===== src/rtl/slvl_pkg.sv =====
`timescale 1ns / 1ps
// Shared constants, stage map and types for the soft-limit velocity limiter.
package slvl_pkg;

  // Divider: quotient bits per stage and number of stages
  localparam int DIV_BITS   = 2;
  localparam int DIV_STAGES = 8;
  localparam int U_W        = DIV_BITS * DIV_STAGES;

  // Pipeline stage map
  localparam int ST_DIFF    = 0;
  localparam int ST_ZONE    = 1;
  localparam int ST_DIV0    = 2;
  localparam int ST_SQ      = ST_DIV0 + DIV_STAGES;
  localparam int ST_CUBE    = ST_SQ + 1;
  localparam int ST_SMOOTH  = ST_CUBE + 1;
  localparam int ST_SCALE   = ST_SMOOTH + 1;
  localparam int ST_PROD    = ST_SCALE + 1;
  localparam int ST_OUT     = ST_PROD + 1;
  localparam int NUM_STAGES = ST_OUT + 1;

  localparam int CFG_IDX_W  = 3;
  localparam int CFG_DATA_W = 32;

  localparam logic [16:0] Q16_ONE          = 17'd65536;
  localparam logic [15:0] SCALE_FLOOR      = 16'd6554;
  localparam logic [15:0] SCALE_SPAN       = 16'd58982;
  localparam logic [23:0] ACTIVE_THRESHOLD = 24'd25;
  localparam logic [20:0] SMOOTH_C10       = 21'd655360;
  localparam logic [20:0] SMOOTH_C6        = 21'd6;
  localparam logic [20:0] SMOOTH_C15       = 21'd15;

  localparam logic signed [31:0] LOWER_LIMIT_RST = -32'sd1600000;
  localparam logic signed [31:0] UPPER_LIMIT_RST = 32'sd1600000;
  localparam logic [15:0]        MAX_SPEED_RST   = 16'd8000;
  localparam logic [8:0]         PREC_GAIN_RST   = 9'd64;
  localparam logic [8:0]         USTEP_RST       = 9'd16;

  typedef enum logic [CFG_IDX_W-1:0] {
    REG_LOWER_LIMIT      = 3'd0,
    REG_UPPER_LIMIT      = 3'd1,
    REG_MAX_SPEED        = 3'd2,
    REG_PRECISION_ENABLE = 3'd3,
    REG_PRECISION_GAIN   = 3'd4,
    REG_MICROSTEP_FACTOR = 3'd5
  } slvl_reg_t;

  typedef struct packed {
    logic signed [31:0] lower;
    logic signed [31:0] upper;
  } slvl_limits_t;

  typedef logic [ST_SCALE:0] slvl_scale_load_t;

endpackage


===== src/rtl/slvl_scale_pipe.sv =====
`timescale 1ns / 1ps
// Soft-limit scale pipeline: zone test, fractional divider, smootherstep, Q1.16 scale.
module slvl_scale_pipe (
  input  logic                       clk,
  input  slvl_pkg::slvl_scale_load_t load,
  input  logic signed [31:0]         pos,
  input  slvl_pkg::slvl_limits_t     lim,
  output logic [16:0]                scale
);

  localparam int DS = slvl_pkg::DIV_STAGES;
  localparam int UW = slvl_pkg::U_W;

  function automatic logic signed [37:0] times20(input logic signed [32:0] d);
    logic signed [37:0] e;
    e = 38'(d);
    return (e <<< 4) + (e <<< 2);
  endfunction

  // Distances to both limits
  logic signed [32:0] range0_r, dmin0_r, dmax0_r;

  always_ff @(posedge clk) begin
    if (load[slvl_pkg::ST_DIFF]) begin
      range0_r <= 33'(lim.upper) - 33'(lim.lower);
      dmin0_r  <= 33'(pos) - 33'(lim.lower);
      dmax0_r  <= 33'(lim.upper) - 33'(pos);
    end
  end

  // Pick the zone, lower limit first
  logic signed [37:0] t20min, t20max, d20;
  logic signed [32:0] d_sel;
  logic               in_lo, in_hi, rng_pos;
  logic [31:0]        a1_nxt, a1_r, rng1_r;
  logic               full1_nxt, full1_r;

  always_comb begin
    t20min    = times20(dmin0_r);
    t20max    = times20(dmax0_r);
    in_lo     = t20min < 38'(range0_r);
    in_hi     = t20max < 38'(range0_r);
    rng_pos   = range0_r > 33'sd0;
    d_sel     = in_lo ? dmin0_r : dmax0_r;
    d20       = in_lo ? t20min : t20max;
    a1_nxt    = (d_sel > 33'sd0) ? d20[31:0] : 32'd0;
    full1_nxt = !rng_pos || !(in_lo || in_hi);
  end

  always_ff @(posedge clk) begin
    if (load[slvl_pkg::ST_ZONE]) begin
      a1_r    <= a1_nxt;
      rng1_r  <= range0_r[31:0];
      full1_r <= full1_nxt;
    end
  end

  // Fractional long division u = a * 2^16 / range, a < range
  logic [31:0]   rem_r  [DS];
  logic [UW-1:0] q_r    [DS];
  logic [31:0]   rng_r  [DS];
  logic          full_r [DS];
  logic [31:0]   rem_src  [DS];
  logic [UW-1:0] q_src    [DS];
  logic [31:0]   rng_src  [DS];
  logic          full_src [DS];
  logic [31:0]   rem_nxt  [DS];
  logic [UW-1:0] q_nxt    [DS];

  always_comb begin
    rem_src[0]  = a1_r;
    q_src[0]    = '0;
    rng_src[0]  = rng1_r;
    full_src[0] = full1_r;
    for (int j = 1; j < DS; j++) begin
      rem_src[j]  = rem_r[j-1];
      q_src[j]    = q_r[j-1];
      rng_src[j]  = rng_r[j-1];
      full_src[j] = full_r[j-1];
    end
  end

  always_comb begin
    logic [32:0] t;
    logic        ge;
    for (int j = 0; j < DS; j++) begin
      rem_nxt[j] = rem_src[j];
      q_nxt[j]   = q_src[j];
      for (int b = 0; b < slvl_pkg::DIV_BITS; b++) begin
        t          = {rem_nxt[j], 1'b0};
        ge         = t >= {1'b0, rng_src[j]};
        rem_nxt[j] = ge ? 32'(t - {1'b0, rng_src[j]}) : t[31:0];
        q_nxt[j]   = {q_nxt[j][UW-2:0], ge};
      end
    end
  end

  always_ff @(posedge clk) begin
    for (int j = 0; j < DS; j++) begin
      if (load[slvl_pkg::ST_DIV0 + j]) begin
        rem_r[j]  <= rem_nxt[j];
        q_r[j]    <= q_nxt[j];
        rng_r[j]  <= rng_src[j];
        full_r[j] <= full_src[j];
      end
    end
  end

  // Smootherstep in Q0.16
  logic [UW-1:0] u_r, u2_r, u3_r;
  logic [19:0]   p_r;
  logic [16:0]   s_r;
  logic          full_sq_r, full_cube_r, full_sm_r;
  logic [31:0]   sq_prod, cube_prod;
  logic [35:0]   sm_prod;
  logic [33:0]   span_prod;

  assign sq_prod   = 32'(q_r[DS-1]) * 32'(q_r[DS-1]);
  assign cube_prod = 32'(u2_r) * 32'(u_r);
  assign sm_prod   = 36'(u3_r) * 36'(p_r);
  assign span_prod = 34'(slvl_pkg::SCALE_SPAN) * 34'(s_r) + 34'd32768;

  always_ff @(posedge clk) begin
    if (load[slvl_pkg::ST_SQ]) begin
      u_r       <= q_r[DS-1];
      u2_r      <= sq_prod[31:16];
      full_sq_r <= full_r[DS-1];
    end
    if (load[slvl_pkg::ST_CUBE]) begin
      u3_r        <= cube_prod[31:16];
      p_r         <= 20'(slvl_pkg::SMOOTH_C10 + 21'(u2_r) * slvl_pkg::SMOOTH_C6
                         - 21'(u_r) * slvl_pkg::SMOOTH_C15);
      full_cube_r <= full_sq_r;
    end
    if (load[slvl_pkg::ST_SMOOTH]) begin
      s_r       <= sm_prod[32:16];
      full_sm_r <= full_cube_r;
    end
    if (load[slvl_pkg::ST_SCALE]) begin
      scale <= full_sm_r ? slvl_pkg::Q16_ONE
                         : 17'(slvl_pkg::SCALE_FLOOR) + 17'(span_prod[33:16]);
    end
  end

endmodule


===== config.mk =====
export PLATFORM = sky130hd
export DESIGN_NAME = slvl_scale_pipe
export DESIGN_NICKNAME = d
export VERILOG_FILES = /design/src/rtl/slvl_pkg.sv /design/src/rtl/slvl_scale_pipe.sv
export SDC_FILE = /design/constraint.sdc
export NUM_CORES = 2
export LEC_CHECK = 0
export BUFFER_PORTS_ARGS = -buffer_cell sky130_fd_sc_hd__buf_2
export CAP_MARGIN = 20
export CORE_MARGIN = 5
export CORE_UTILIZATION = 40
export CTS_CLUSTER_DIAMETER = 150
export CTS_CLUSTER_SIZE = 28
export DETAILED_ROUTE_END_ITERATION = 10
export SETUP_SLACK_MARGIN = 0.3
export SYNTH_ARGS = -nofsm -noshare
export SYNTH_HDL_FRONTEND = slang
export SYNTH_SLANG_ARGS = --single-unit

===== constraint.sdc =====
create_clock -name clk -period 7.5 [get_ports clk]
set_input_delay 1.5 -clock clk [delete_from_list [all_inputs] [get_ports clk]]
set_output_delay 1.5 -clock clk [all_outputs]
set_load 0.01 [all_outputs]

==> results.md <==
* Syn Inst Count at 9925
* Worst-margin pin slew at 1.07 ns
* Crit Path Class: flip-flop to flip-flop
* H-Tree Depth at 2
* PnR worst setup slack at 0.488 ns
* Die height at 497 um
* Synthesized Nets at 12000
* Core ar. at 0.235 mm2
* CTS max path bufs at 3
* Avg Inst Size Synth at 9.55 um2
* Most used cell, CP: fa_1
* Asr flop ratio synth at 0
* Final non-filler cell total at 13500
* Area grow syn2layout at 9.84%
* Die area at 0.247 mm2
* Relative slew slack at 0.284
* Status: finished clean
* EDFF count, synth at 795
* Ys flop type: edfxtp_1
* Tmin final at 7.01 ns
* CTS Sinks at 795
* Residual DRC count at 0
* Post-Syn Area at 0.0947 mm2
* Worst path slowest cell: fa_1
* WHS at 0.395 ns
* # rows at 178
* CP arrival at 7.53 ns
* # placed instances at 13300
* Largest cells by area after synthesis: edfxtp_1 (25%), ha_1 (16%), fa_1 (16%)
* Final wirelength at 256000 um
* Max Slew Vio Count at 0
* Vias in the first global route at 72300
* CTS tree: yes
* Critical path required time at 8.02 ns
* Filler cells at 22600
* CP peak stage delay at 0.58 ns
* Met3 routed WL at 11100 um
* CTS buffer count at 37
* Reg clk slew, reported paths at 0.11 ns
* I/O pin count at 128
* DR vias at 72300
* Die Wd at 497 um
* Vias per cell at 5.37
* IO Port Bufs at 127
* Synth Register Bits at 795
* Worst-Skew Late Latency at 0.70 ns
* Post-synthesis sequential area ratio at 0.252
* Initial drt markers at 4547
* Worst slack at placement at 0.0470 ns
* CP Capture Type: flip-flop
* DP HPWL at 212000 um
* Final Setup Violations at 0
* Max FO, Critical Path at 7
* Final layout net count at 12400
* Fmax achieved at 0.143 GHz
* Share of post-route cells with drive strength above 1 at 0.105
* CTS Root Cell: clkbuf_16
* Max-Cap Viols at 0
* Initial antenna violation count at 7
* Setup TNS at 0 ns
* Startpoint types: flip-flop
* Synth area leader: edfxtp_1
* Congestion Overflow GR at 0
* Fin crit share at 0.935
* Post-route ant nets at 0
* CP delay by family, top: adder cells
* First-pass GRT wire length at 401000 um
* Endpoints failing hold at 0
* Post-synth cell types at 120
* Met1 wire length at 119000 um
* Metal2 WL at 120000 um
* GR Util All Layers at 0.203
* Post-route clock skew at 0.0511 ns
* Uppermost layer routed: met5
* DR WL/cell at 19.0 um
* Largest net degree at the start of global routing at 80
* Gpl congestion at 0.912
* YS warnings at 0
* First-pass detailed-route iteration total at 7
* Yosys top cell area share at 0.252
* RSZ-0062 raised after global routing: true
* Initial Utilization at 0.402
* Hold Path Class: flip-flop to flip-flop
* Crit path buf inv count at 5
[stage by stage]
stage | cell area [um2] | util
2_1_floorplan | 94700 | -
3_3_place_gp | 101000 | 0.429
3_5_place_dp | 101000 | 0.429
4_1_cts | 103000 | 0.435
5_1_grt | 104000 | 0.442
6_report | 104000 | 0.442
[area by class of cell]
type | count | area (um2) | share of cell area
clock inverters | 17 | 267 | 0.00256
clock buffers | 39 | 933 | 0.00897
well taps | 3150 | 3940 | 0.0379
flip-flops and latches | 795 | 23900 | 0.229
diodes | 2 | 5.00 | 0.0000481
inverters | 1512 | 5680 | 0.0545
repair buffers | 537 | 4090 | 0.0393
multi-input cells | 7412 | 65300 | 0.627
[Yosys cell counts (89+ instances only)]
library cell	n
o21bai_1	89
nand3_1	108
and2_1	264
edfxtp_1	795
o21a_1	104
nand4_1	108
nand2_1	870
nor2_1	516
nand2b_1	112
inv_1	1507
ha_1	1205
clkbuf_1	159
fa_1	748
a21oi_1	599
nor3_1	142
xor2_1	176
xnor2_1	471
o21ai_0	375
a21o_1	344
mux2_2	216
nor2b_1	109
[layer usage]
layer,up-vias,global-route usage
li1,34900,-
met1,35500,0.285
met2,1597,0.342
met3,296,0.0174
met4,4,0.0455
met5,-,0
[layout by cell type (no fill, tap or decap), drive strengths merged, types with 108 or more instances in the layout]
| cell | count |
|---|---|
| a21o | 344 |
| inv | 1517 |
| nand3 | 108 |
| nand2b | 112 |
| edfxtp | 795 |
| o21ai | 410 |
| xor2 | 176 |
| nor2 | 517 |
| ha | 1205 |
| fa | 748 |
| mux2 | 251 |
| buf | 535 |
| nand2 | 873 |
| a21oi | 606 |
| nor2b | 109 |
| and2 | 265 |
| xnor2 | 472 |
| nand4 | 109 |
| nor3 | 144 |
[cell families after synthesis]
family / synth area share
fa+ha+maj: 0.317
compound gates: 0.143
flops: 0.252
mux: 0.0344
buf+inv: 0.0689
xor+xnor: 0.0600
simple gates: 0.124
[state kept, by name, indices dropped and copies added (netlist names)]
register and cells:
u2_r 16, full_r 8, p_r 20, rng1_r 32
dmin0_r 33, scale 17, a1_r 30, range0_r 33
s_r 17, dmax0_r 33, q_r 72, full_sq_r 1
u_r 16, u3_r 16, full_sm_r 1, rng_r 224
full1_r 1, rem_r 224, full_cube_r 1
[worst paths after layout]
check	depth (start not counted)	slack, ns	endpoint	start
setup / recovery	28	0.49	scale[15]$_SDFFCE_PP0P_	s_r[2]$_DFFE_PP_
hold / removal	0	0.39	q_r[1][39]$_DFFE_PP_	q_r[1][21]$_DFFE_PP_
setup reg to reg	28	0.49	scale[15]$_SDFFCE_PP0P_	s_r[2]$_DFFE_PP_
hold reg to reg	0	0.39	q_r[1][39]$_DFFE_PP_	q_r[1][21]$_DFFE_PP_
[timing repair]
| action | CTS | global route |
|---|---|---|
| hold buffers | 0 | 0 |
| pin swaps | 9 | 76 |
| cloned | 0 | 2 |
| setup buffers | 17 | 72 |
| endpoints found under the setup margin | 49 | 222 |
| gates resized for setup | 26 | 181 |
Power is left out: the tool's default activity adds up to more than one toggle a clock period on the data nets, which glitch-free logic cannot reach.
